$ cat src/rtl/hce_pkg.sv
// shared types and constants for the chunked transfer encoder
// no dependencies
package hce_pkg;

  // fixed field and counter widths
  localparam int unsigned ByteW     = 8;
  localparam int unsigned CntW      = 6;
  localparam int unsigned ChunkDflt = 32;

  // request codes
  localparam logic ReqPush   = 1'b0;
  localparam logic ReqFinish = 1'b1;

  // framing characters
  localparam logic [ByteW-1:0] ChCr   = 8'h0d;
  localparam logic [ByteW-1:0] ChLf   = 8'h0a;
  localparam logic [ByteW-1:0] ChZero = 8'h30;

  typedef struct packed {
    logic             req_type;
    logic [ByteW-1:0] body_byte;
  } in_t;

  typedef struct packed {
    logic [ByteW-1:0] out_byte;
    logic             last_of_run;
  } out_t;

  // lowercase hex digit for one nibble
  function automatic logic [ByteW-1:0] hex_char(logic [3:0] nib);
    logic [ByteW-1:0] ext;
    ext = {4'h0, nib};
    if (nib < 4'd10) begin
      return ChZero + ext;
    end else begin
      return 8'h57 + ext;
    end
  endfunction

endpackage

$ cat src/rtl/http_chunked_encoder_core.sv
// chunked transfer encoder top level: chunk buffer memory, emit sequencer, output register
// depends on hce_pkg
//
// Body bytes are stored one per cycle while in_ready_o is high into a CHUNK_BYTES deep buffer
// memory; a push that finds the buffer not full is stored directly and produces no word. A
// push that finds it full, and a finish that finds bytes pending, replay the chunk: hex length
// (one or two digits), CR LF, the buffered bytes, CR LF, one output word per cycle while the
// sink is ready. The buffer has a single synchronous read port, so the replay is paced at one
// byte per cycle by that port. A finish then adds "0" CR LF CR LF (five words). A chunk of N
// bytes is thus sent as N + 5 or N + 6 words. in_ready_o is high only while the sequencer is
// idle, with no replay or trailer in progress; a finished word may still wait in the output
// register. last_of_run marks the final word of each item.
module http_chunked_encoder_core #(
  parameter int unsigned CHUNK_BYTES = hce_pkg::ChunkDflt
) (
  input  logic          clk_i,
  input  logic          rst_ni,
  input  logic          in_valid_i,
  output logic          in_ready_o,
  input  hce_pkg::in_t  in_data_i,
  output logic          out_valid_o,
  input  logic          out_ready_i,
  output hce_pkg::out_t out_data_o
);
  import hce_pkg::*;

  // buffer index width; at least one bit even for a single entry buffer
  localparam int unsigned IdxW = (CHUNK_BYTES > 1) ? $clog2(CHUNK_BYTES) : 1;
  localparam logic [CntW-1:0] ChunkCnt = CntW'(CHUNK_BYTES);

  // one-hot sequencer states
  typedef enum logic [12:0] {
    S_IDLE   = 13'b0_0000_0000_0001,
    S_HEX_HI = 13'b0_0000_0000_0010,
    S_HEX_LO = 13'b0_0000_0000_0100,
    S_CR1    = 13'b0_0000_0000_1000,
    S_LF1    = 13'b0_0000_0001_0000,
    S_DATA   = 13'b0_0000_0010_0000,
    S_CR2    = 13'b0_0000_0100_0000,
    S_LF2    = 13'b0_0000_1000_0000,
    S_T0     = 13'b0_0001_0000_0000,
    S_TCR1   = 13'b0_0010_0000_0000,
    S_TLF1   = 13'b0_0100_0000_0000,
    S_TCR2   = 13'b0_1000_0000_0000,
    S_TLF2   = 13'b1_0000_0000_0000
  } state_e;

  state_e state_q, state_d;

  logic [CntW-1:0]  fill_q, fill_d;     // bytes held in the buffer
  logic [CntW-1:0]  idx_q, idx_d;       // replay position
  logic             fin_q, fin_d;       // current item is a finish
  logic [ByteW-1:0] held_q, held_d;     // push byte that waits for the replay to end

  // output register
  logic             out_valid_q, out_valid_d;
  out_t             out_q, out_d;

  // buffer memory, one write and one registered read port
  logic [ByteW-1:0] chunk_mem_q [CHUNK_BYTES];
  logic [ByteW-1:0] rd_data_q;
  logic             mem_we, mem_re;
  logic [IdxW-1:0]  mem_wa, mem_ra;
  logic [ByteW-1:0] mem_wd;

  logic             in_acc;
  logic             step;     // one word moves into the output register
  logic             emit_st;  // sequencer sits in a word-producing state
  logic             full;
  logic [CntW-1:0]  idx_nxt;
  logic [ByteW-1:0] word_byte;
  logic             word_last;

  assign full       = (fill_q >= ChunkCnt);
  assign in_ready_o = (state_q == S_IDLE);
  assign in_acc     = in_valid_i && in_ready_o;
  assign emit_st    = (state_q != S_IDLE);
  // a word may enter when the output register is empty or drains this cycle
  assign step       = emit_st && (!out_valid_q || out_ready_i);
  assign idx_nxt    = idx_q + CntW'(1);

  always_ff @(posedge clk_i) begin
    if (mem_we) begin
      chunk_mem_q[mem_wa] <= mem_wd;
    end
    if (mem_re) begin
      rd_data_q <= chunk_mem_q[mem_ra];
    end
  end

  always_comb begin
    state_d     = state_q;
    fill_d      = fill_q;
    idx_d       = idx_q;
    fin_d       = fin_q;
    held_d      = held_q;
    mem_we      = 1'b0;
    mem_wa      = fill_q[IdxW-1:0];
    mem_wd      = in_data_i.body_byte;
    mem_re      = 1'b0;
    mem_ra      = '0;
    word_byte   = ChZero;
    word_last   = 1'b0;

    unique case (state_q)
      S_IDLE: begin
        if (in_acc) begin
          if (in_data_i.req_type == ReqPush) begin
            if (!full) begin
              // plain store, no output
              mem_we = 1'b1;
              fill_d = fill_q + CntW'(1);
            end else begin
              // replay first, store the byte at the end
              fin_d   = 1'b0;
              held_d  = in_data_i.body_byte;
              state_d = (fill_q[5:4] != 2'b00) ? S_HEX_HI : S_HEX_LO;
            end
          end else begin
            fin_d = 1'b1;
            if (fill_q != '0) begin
              state_d = (fill_q[5:4] != 2'b00) ? S_HEX_HI : S_HEX_LO;
            end else begin
              state_d = S_T0;
            end
          end
        end
      end
      S_HEX_HI: begin
        word_byte = hex_char({2'b00, fill_q[5:4]});
        if (step) state_d = S_HEX_LO;
      end
      S_HEX_LO: begin
        word_byte = hex_char(fill_q[3:0]);
        if (step) state_d = S_CR1;
      end
      S_CR1: begin
        word_byte = ChCr;
        if (step) state_d = S_LF1;
      end
      S_LF1: begin
        word_byte = ChLf;
        if (step) begin
          // fetch the first buffered byte
          mem_re  = 1'b1;
          mem_ra  = '0;
          idx_d   = '0;
          state_d = S_DATA;
        end
      end
      S_DATA: begin
        word_byte = rd_data_q;
        if (step) begin
          if (idx_nxt == fill_q) begin
            state_d = S_CR2;
          end else begin
            // read is only issued on advance, so rd_data_q holds across stalls
            mem_re = 1'b1;
            mem_ra = idx_nxt[IdxW-1:0];
            idx_d  = idx_nxt;
          end
        end
      end
      S_CR2: begin
        word_byte = ChCr;
        if (step) state_d = S_LF2;
      end
      S_LF2: begin
        word_byte = ChLf;
        word_last = !fin_q;
        if (step) begin
          if (fin_q) begin
            state_d = S_T0;
          end else begin
            // held push byte opens the next chunk
            mem_we  = 1'b1;
            mem_wa  = '0;
            mem_wd  = held_q;
            fill_d  = CntW'(1);
            state_d = S_IDLE;
          end
        end
      end
      S_T0: begin
        word_byte = ChZero;
        if (step) state_d = S_TCR1;
      end
      S_TCR1: begin
        word_byte = ChCr;
        if (step) state_d = S_TLF1;
      end
      S_TLF1: begin
        word_byte = ChLf;
        if (step) state_d = S_TCR2;
      end
      S_TCR2: begin
        word_byte = ChCr;
        if (step) state_d = S_TLF2;
      end
      S_TLF2: begin
        word_byte = ChLf;
        word_last = 1'b1;
        if (step) begin
          fill_d  = '0;
          state_d = S_IDLE;
        end
      end
      default: begin
        state_d = S_IDLE;
      end
    endcase
  end

  // output register load and drain
  always_comb begin
    out_valid_d = out_valid_q;
    out_d       = out_q;
    if (step) begin
      out_valid_d       = 1'b1;
      out_d.out_byte    = word_byte;
      out_d.last_of_run = word_last;
    end else if (out_ready_i) begin
      out_valid_d = 1'b0;
    end
  end

  always_ff @(posedge clk_i or negedge rst_ni) begin
    if (!rst_ni) begin
      state_q     <= S_IDLE;
      fill_q      <= '0;
      idx_q       <= '0;
      fin_q       <= 1'b0;
      out_valid_q <= 1'b0;
    end else begin
      state_q     <= state_d;
      fill_q      <= fill_d;
      idx_q       <= idx_d;
      fin_q       <= fin_d;
      out_valid_q <= out_valid_d;
    end
  end

  // payload registers, no reset
  always_ff @(posedge clk_i) begin
    held_q <= held_d;
    out_q  <= out_d;
  end

  assign out_valid_o = out_valid_q;
  assign out_data_o  = out_q;

  // buffer never holds more than one chunk
  a_fill_bound: assert property (@(posedge clk_i) disable iff (!rst_ni)
    fill_q <= ChunkCnt)
    else $error("fill count beyond chunk size");

  // replay only runs over a non-empty buffer and stays below the fill count
  a_data_idx: assert property (@(posedge clk_i) disable iff (!rst_ni)
    (state_q == S_DATA) |-> (fill_q != '0) && (idx_q < fill_q))
    else $error("replay index out of range");

  // buffer port never reads and writes in the same cycle
  a_port_excl: assert property (@(posedge clk_i) disable iff (!rst_ni)
    !(mem_we && mem_re))
    else $error("buffer read and write overlap");

  // a word is only loaded when the output register has room
  a_no_overwrite: assert property (@(posedge clk_i) disable iff (!rst_ni)
    (out_valid_q && !out_ready_i) |=> $stable(out_q))
    else $error("output word overwritten while stalled");

endmodule

$ cat config.mk
export PLATFORM = sky130hd
export DESIGN_NAME = http_chunked_encoder_core
export DESIGN_NICKNAME = d
export VERILOG_FILES = /design/src/rtl/hce_pkg.sv /design/src/rtl/http_chunked_encoder_core.sv
export SDC_FILE = /design/constraint.sdc
export NUM_CORES = 1
export LEC_CHECK = 0
export ABC_AREA = 1
export BUFFER_PORTS_ARGS = -buffer_cell sky130_fd_sc_hd__buf_4
export CELL_PAD_IN_SITES_DETAIL_PLACEMENT = 2
export CELL_PAD_IN_SITES_GLOBAL_PLACEMENT = 2
export CORE_ASPECT_RATIO = 1.2
export CORE_MARGIN = 1
export CORE_UTILIZATION = 45
export DETAILED_ROUTE_END_ITERATION = 8
export PLACE_DENSITY = 0.83
export SETUP_SLACK_MARGIN = 0.1
export SLEW_MARGIN = 20
export SYNTH_ARGS = -nofsm -noshare
export SYNTH_HDL_FRONTEND = slang
export SYNTH_SLANG_ARGS = --single-unit
$ cat constraint.sdc
create_clock -name clk_i -period 3.8 [get_ports clk_i]
set_clock_uncertainty 0.05 [all_clocks]
set_input_delay 0.19 -clock clk_i [delete_from_list [all_inputs] [get_ports clk_i]]
set_output_delay 0.19 -clock clk_i [all_outputs]
set_load 0.05 [all_outputs]
==> metrics.md, run 1 <==
| Metric | Value |
|---|---|
| Status | `finished clean` |
| Fillers | `3235` |
| CP most frequent cell | `nand2_1` |
| ANT cells | `0` |
| Final ANT Viol Nets | `0` |
| GPL Wtd Cong | `0.8346` |
| Total CTS buffers | `35` |
| Post-Synthesis Cell Area | `0.01476 mm^2` |
| CP max stage delay | `0.54 ns` |
| Fin crit share | `97.11%` |
| I/O pin count | `24` |
| Logic pwr share | `23.5%` |
| WP depth | `17` |
| Simple-Gate Fraction of Synth Area | `25.61%` |
| Fraction of power consumed by sequential logic | `42.0%` |
| PD cells | `563.2 mW/mm^2` |
| Post-synthesis cell count | `1495` |
| Initial antenna violation count | `0` |
| GRT overflow | `0` |
| Nature of the critical path endpoint | `register` |
| Hold Crit Class | `in -> reg` |
| Share of the synthesized area in the top cell type | `57.16%` |
| Vias in the first global route | `13490` |
| Initial Util | `45.77%` |
| Post-synth EDFFs | `281` |
| Drt initial violations | `1212` |
| Seq/Total Area, Yosys | `61.75%` |
| Root buffer cell | `clkbuf_16` |
| Final hold vios | `0` |
| Adder-cell share of the synthesized area | `0.2543%` |
| Crit Path Max Fanout | `57` |
| Combinational family with the most area after synthesis | `simple AND/OR/NAND/NOR gates` |
| Worst-path clk slew | `0.07 ns` |
| Top cell type by total area after synthesis | `edfxtp_1` |
| Unrepaired setup endpoints after global routing | `no` |
| DR vias/cell | `6.254` |
| Type of the worst setup path | `reg -> reg` |
| Switch Pwr | `0.003337 W` |
| Pre-antenna DRT Iters | `7` |
| Mux cell area share after synthesis | `0%` |
| Placed Area | `0.01561 mm^2` |
| Int Power | `0.006184 W` |
| CTS tree | `done` |
| Pleak | `7.137 nW` |
| CP max stage cell | `dfrtp_1` |
| RR Endpoint | `rd_data_q[3]$_DFFE_PP_` |
| Dominant synthesized flop cell | `edfxtp_1` |
| Crit path max-delay family | `simple AND/OR/NAND/NOR gates` |
| Post-synth ARST share | `8.766%` |
| Die H | `200.4 um` |
| Max_cap viols | `0` |
| Nets@finish | `1577` |
| Setup TNS Final | `0 ns` |
| Proportion of layout cells with a drive suffix above 1 | `13.24%` |
| Post-Synth XOR/XNOR Area | `0.05933%` |
| Yosys warns | `0` |
| Crit path capture | `rd_data_q[3]$_DFFE_PP_` |
| Final Max Slew Viols | `0` |
| Total track usage | `35.45%` |
| Routed wire length | `60830 um` |
| Die area | `0.03353 mm^2` |
| Clock tree sinks | `308` |
| Worst skew pair latency | `0.55 ns` |
| Synth Register Bits | `308` |
| Core Region | `0.03225 mm^2` |
| Worst path cell trace | `ha_1, inv_1, nand2_1, nand3_1, nand2_1, nand2_1, nor2_1, nand3_4, nand3_2, inv_2, buf_12, nand3_1, nand3_1, nand3_1, nand2_1, nand2_1, nand2_1` |
| CTS Buffer Depth | `3` |
| # DRC | `0` |
| H-tree Lvls | `2` |
| Area Overhead vs Synth | `14.52%` |
| Final setup violation count | `0` |
| Row cnt | `72` |
| Leading post-synthesis cells by cell area | `edfxtp_1, nand3_1, inv_1` |
| R2r setup slk | `0.11 ns` |
| # port buffers | `23` |
| Post-route cell area | `0.01691 mm^2` |
| VDD IR max | `0.3528 mV` |
| Max-slew headroom | `38.71%` |
| Sw frac | `35.04%` |
| FF-to-FF Start | `idx_q[0]$_DFFE_PN0P_` |
| Wire per inst | `30.52 um` |
| DP Wirelength | `33340 um` |
| Fin crit period | `3.690 ns` |
| Die width | `167.3 um` |
| Highest clock rate | `271.0 MHz` |
| Vias | `12460` |
| Startpoint types | `register` |
| Launch point of the critical path | `idx_q[0]$_DFFE_PN0P_` |
| First-pass GRT wire length | `88200 um` |
| Critical Path AT | `3.92 ns` |
| Synthesized area per cell | `9.874 um^2` |
| Cell variety after synth | `46` |
| Clock share of power | `34.5%` |
| Reg2Reg Depth | `17` |
| Bufs and invs on worst path | `3` |
| Hold Startpoint | `in_valid_i` |
| Largest net degree at the start of global routing | `115` |
| Critical path required time | `4.03 ns` |
| Post-synthesis compound-gate area fraction | `2.000%` |
| Slew of the pin with the lowest slew margin | `0.9151 ns` |
| Net Count, Synth | `1511` |
stage by stage:
step / total power (W) / hold WS [ns] / util, % / cells / setup WS, ns
6_report: 0.009521 / 0.05282 / 52.42 / 1993 / 0.1097
2_1_floorplan: 0.005453 / -0.1556 / - / 1495 / 1.026
3_5_place_dp: 0.006109 / 0.09381 / 48.39 / 1909 / 0.3176
5_1_grt: 0.009795 / 0.07434 / 52.42 / 1993 / 0.002828
4_1_cts: 0.009355 / 0.02829 / 51.95 / 1983 / 0.1438
3_3_place_gp: 0.006017 / 0.08837 / 48.39 / 1909 / 0.5048
how the worst min path moves through the flow:
stage                             to  slack, ns  depth (start not counted)
6_report       fill_q[1]$_DFFE_PN0P_       0.05                          3
5_1_grt        fill_q[1]$_DFFE_PN0P_       0.07                          3
4_1_cts        fill_q[1]$_DFFE_PN0P_       0.03                          3
3_5_place_dp    idx_q[3]$_DFFE_PN0P_       0.09                          1
3_3_place_gp    idx_q[5]$_DFFE_PN0P_       0.09                          1
2_1_floorplan  fill_q[0]$_DFFE_PN0P_      -0.16                          0
layout make-up:
class	count	area (um^2)	share of cell area (%)
sequential	308	9115	53.92
inverter	290	1091	6.454
tap	407	509.2	3.012
multi-input combinational	814	4146	24.53
clock buffer	49	928.4	5.492
clock inverter	13	98.84	0.5847
timing repair buffer	112	1016	6.010
synth_stat cells, types with 2 or more instances:
cell type,instances
a21oi_1,6
inv_1,280
o21ai_0,29
nand2_1,237
nand3_2,3
o22ai_1,2
ha_1,3
nand3_4,2
nor3b_1,2
nor2_1,60
nor3_2,2
nor2_4,3
inv_2,9
nor2_8,2
nor3_1,10
o2111ai_1,2
buf_4,5
clkbuf_1,10
nor2_2,6
nand3_1,256
nand4_1,135
nand2_2,3
nor4_1,3
buf_1,7
buf_6,4
buf_2,58
dfrtp_1,26
a31oi_1,3
or2_2,30
edfxtp_1,281
tightest hold or removal path, delay by kind of cell:
kind	cells	cell delay (ns)
AOI/OAI and AO/OA	1	0.12
buffers and inverters	1	0.12
and+or+nand+nor	1	0.16
metal layers:
layer,wire length [um],up-vias,GRT usage (%)
li1,-,5209,-
met4,3348,0,18.68
met3,4168,209,5.019
met5,0,-,0
met1,22380,6397,42.36
met2,30930,649,61.83
state kept, by name (all words and copies together), names as in the netlist:
signal / count
chunk_mem_q: 256
state_q: 13
out_data_o: 9
held_q: 8
rd_data_q: 8
fill_q: 6
idx_q: 6
fin_q: 1
out_valid_o: 1
timing repair:
action	in CTS	in global routing
hold endpoints to repair	37	0
hold buffers	12	0
endpoints found under the setup margin	0	8
gates resized for setup	0	6
buffers inserted	0	7
layout by cell type (no fill, tap or decap), drive strengths merged, types with 2 or more instances in the layout:
cell type / netlist / routed
nor3b: 2 / 2
nand2: 241 / 241
dlygate4sd3: 0 / 12
a31oi: 3 / 3
edfxtp: 281 / 281
or2: 30 / 30
clkbuf: 10 / 51
o2111ai: 2 / 2
dfrtp: 26 / 26
a21oi: 7 / 7
nand3: 261 / 262
clkinv: 1 / 9
o21ai: 31 / 31
nor4: 4 / 4
nand4: 136 / 136
inv: 289 / 293
nor3: 13 / 13
buf: 74 / 98
ha: 3 / 3
nor2: 71 / 71
o22ai: 2 / 2
kinds of logic after synthesis:
kind of cell,count (synthesis)
AND/OR/NAND/NOR,758
buffers and inverters,374
flip-flops,308
AO/OA/AOI/OAI,51
adder cells (fa/ha/maj),3
XOR/XNOR,1
power groups by stage:
stage               clock network [W]  logic [W]  registers [W]
finish                        0.00329    0.00224        0.00400
CTS                           0.00326    0.00210        0.00400
floorplan                           0    0.00128        0.00417
detailed placement                  0    0.00205        0.00406
global route                  0.00341    0.00237        0.00401
global placement                    0    0.00197        0.00405
Note: power is estimated with default switching activity, not from simulation.
==> run 2, diff against run 1 <==
Settings changed: BUFFER_PORTS_ARGS -buffer_cell sky130_fd_sc_hd__buf_4 to -buffer_cell sky130_fd_sc_hd__buf_2.
==> run 2 against run 1 <==
  * Global-route usage fell by 0.34 points
  * First-iteration DRC count fell by 22%
  * Routed wire length fell by 5.4%
  * Cell area fell by 1.7%
  * Non-clock buffer count fell by 9
  * Critical endpoint is now chunk_mem_q[12][3]$_DFFE_PP_
==> metrics.md, run 2 (synthesis results as in run 1) <==
| Metric | Value |
|---|---|
| Initial antenna violation count | `0 (unchanged)` |
| Unrepaired setup endpoints after global routing | `no` |
| CP max stage cell | `dfrtp_1` |
| # DRC | `0 (unchanged)` |
| Row cnt | `72 (unchanged)` |
| Worst skew pair latency | `0.61 ns (+0.06 ns)` |
| Final Max Slew Viols | `0 (unchanged)` |
| CTS Buffer Depth | `3 (unchanged)` |
| Worst path cell trace | `nor2_1, inv_1, nor3_1, nand3_1, nor2_1, inv_1, nor2_4, buf_4, nor2_1, nor2_1, nand2_1, nor2_1, buf_4` |
| Register area | `0.009115 mm^2 (unchanged)` |
| # port buffers | `23 (unchanged)` |
| Pre-antenna DRT Iters | `5 (-2)` |
| Die width | `167.3 um (unchanged)` |
| Post-route cell area | `0.01662 mm^2 (-1.7%)` |
| Final hold vios | `0 (unchanged)` |
| Most frequent cells in the layout | `edfxtp_1, inv_1, nand3_1, nand2_1, nand4_1` |
| PD cells | `553.8 mW/mm^2 (-1.7%)` |
| Met2 WL | `29600 um (-4.3%)` |
| Wire length on met1 | `21480 um (-4.0%)` |
| Placement Setup Slack | `0.3675 ns (+0.04990 ns)` |
| VDD IR max | `0.3779 mV (+7.1%)` |
| Met3 wire length | `3121 um (-25%)` |
| First-pass GRT wire length | `87590 um (-0.70%)` |
| Slew of the pin with the lowest slew margin | `0.8135 ns (-0.1015 ns)` |
| Initial Util | `45.77% (unchanged)` |
| Total power | `0.009203 W (-3.3%)` |
| Area Overhead vs Synth | `12.58%` |
| Highest clock rate | `277.7 MHz (+2.5%)` |
| CP most frequent cell | `nor2_1` |
| Setup TNS Final | `0 ns (unchanged)` |
| Bufs and invs on worst path | `4 (+1)` |
| Proportion of layout cells with a drive suffix above 1 | `12.36% (-0.88 points)` |
| Crit path max-delay family | `simple AND/OR/NAND/NOR gates` |
| Pleak | `7.007 nW (-1.8%)` |
| DP Wirelength | `32090 um (-3.8%)` |
| Area of the multi-input gates | `0.004136 mm^2 (-0.24%)` |
| Status | `finished clean` |
| I/O pin count | `24 (unchanged)` |
| Final ANT Viol Nets | `0 (unchanged)` |
| Fillers | `3309 (+2.3%)` |
| H-tree Lvls | `1 (-1)` |
| Critical path required time | `4.06 ns (+0.03 ns)` |
| Die H | `200.4 um (unchanged)` |
| Hold Crit Class | `in -> async` |
| Max-slew headroom | `45.61% (+6.9 points)` |
| Routed wire length | `57550 um (-5.4%)` |
| Highest routed layer | `met4` |
| Crit Path Max Fanout | `14 (-75%)` |
| Fin crit share | `94.77% (-2.3 points)` |
| Nature of the critical path endpoint | `register` |
| Vias | `12060 (-3.2%)` |
| R2r setup slk | `0.20 ns (+0.09 ns)` |
| Worst-path clk slew | `0.07 ns (about the same)` |
| Max_cap viols | `0 (unchanged)` |
| GPL Wtd Cong | `0.8177 (-2.0%)` |
| Total track usage | `35.11% (-0.34 points)` |
| Most common cell after layout, fill and taps aside | `edfxtp_1` |
| Largest Register | `chunk_mem_q` |
| CTS tree | `done` |
| Vias in the first global route | `13620 (+0.93%)` |
| Startpoint types | `register` |
| Die area | `0.03353 mm^2 (unchanged)` |
| Fin crit period | `3.601 ns (-0.08915 ns)` |
| Drt initial violations | `948 (-22%)` |
| Min setup slack post-route | `0.1989 ns (+0.08915 ns)` |
| Total CTS buffers | `31 (-11%)` |
| Root buffer cell | `clkbuf_16` |
| Clock tree sinks | `308 (unchanged)` |
| GRT overflow | `0 (unchanged)` |
| Critical Path AT | `3.86 ns (-0.06 ns)` |
| Largest net degree at the start of global routing | `129 (+12%)` |
| Placed Area | `0.01553 mm^2 (-0.50%)` |
| DR vias/cell | `6.104 (-2.4%)` |
| CP max stage delay | `0.40 ns (-0.14 ns)` |
| Nets@finish | `1563 (-0.89%)` |
| Final setup violation count | `0 (unchanged)` |
| Max reg flops | `256 (unchanged)` |
| Core Region | `0.03225 mm^2 (unchanged)` |
| Wire per inst | `29.12 um (-4.6%)` |
| Post-CTS setup buffers | `0 (unchanged)` |
| Type of the worst setup path | `reg -> reg` |
| ANT cells | `0 (unchanged)` |
==> run 2: what timing repair did <==
item	in CTS	in global routing
endpoints found under the hold margin	37	0
hold buffers	13	0
gates resized for setup	0	2
setup endpoints to repair	0	2
==> run 2: final timing paths <==
kind,cells past startpoint,end,start
worst max register to register,13,chunk_mem_q[12][3]$_DFFE_PP_,state_q[4]$_DFFE_PN0P_
worst min-delay path,2,idx_q[1]$_DFFE_PN0P_,rst_ni
max in group asynchronous,2,state_q[8]$_DFFE_PN0P_,rst_ni
min in group clk_i,2,held_q[5]$_DFFE_PP_,in_data_i[5]
worst max-delay path,13,chunk_mem_q[12][3]$_DFFE_PP_,state_q[4]$_DFFE_PN0P_
worst min register to register,2,state_q[1]$_DFFE_PN0P_,state_q[1]$_DFFE_PN0P_
==> run 2: per-layer routing <==
layer,global-route usage (%),vias up
li1,-,5175
met1,41.32,6170
met2,61.79,537
met3,4.307,179
met4,19.92,0
met5,0,-
==> run 2: metrics by stage <==
step	std cells	hold WS [ns]	util, %
after floorplan	1495	-0.1556	-
after global placement	1908	0.2083	48.15
after detailed placement	1908	0.2171	48.15
after CTS	1976	0.1501	51.49
after global routing	1976	0.1722	51.53
final	1976	0.1270	51.53
==> run 2: area by class of cell <==
type / instances / area share, %
Tap cell: 407 / 3.064
Multi-Input combinational cell: 813 / 24.89
Inverter: 290 / 6.550
Sequential cell: 308 / 54.85
Timing Repair Buffer: 103 / 4.947
Clock buffer: 45 / 4.984
Clock inverter: 10 / 0.7153
==> run 2: report_power, final <==
| group | internal (W) | switching [W] | total (W) |
|---|---|---|---|
| clock | 0.00170 | 0.00139 | 0.00309 |
| combinational | 0.000454 | 0.00166 | 0.00211 |
| sequential | 0.00387 | 0.000123 | 0.00400 |
| total | 0.00603 | 0.00317 | 0.00920 |
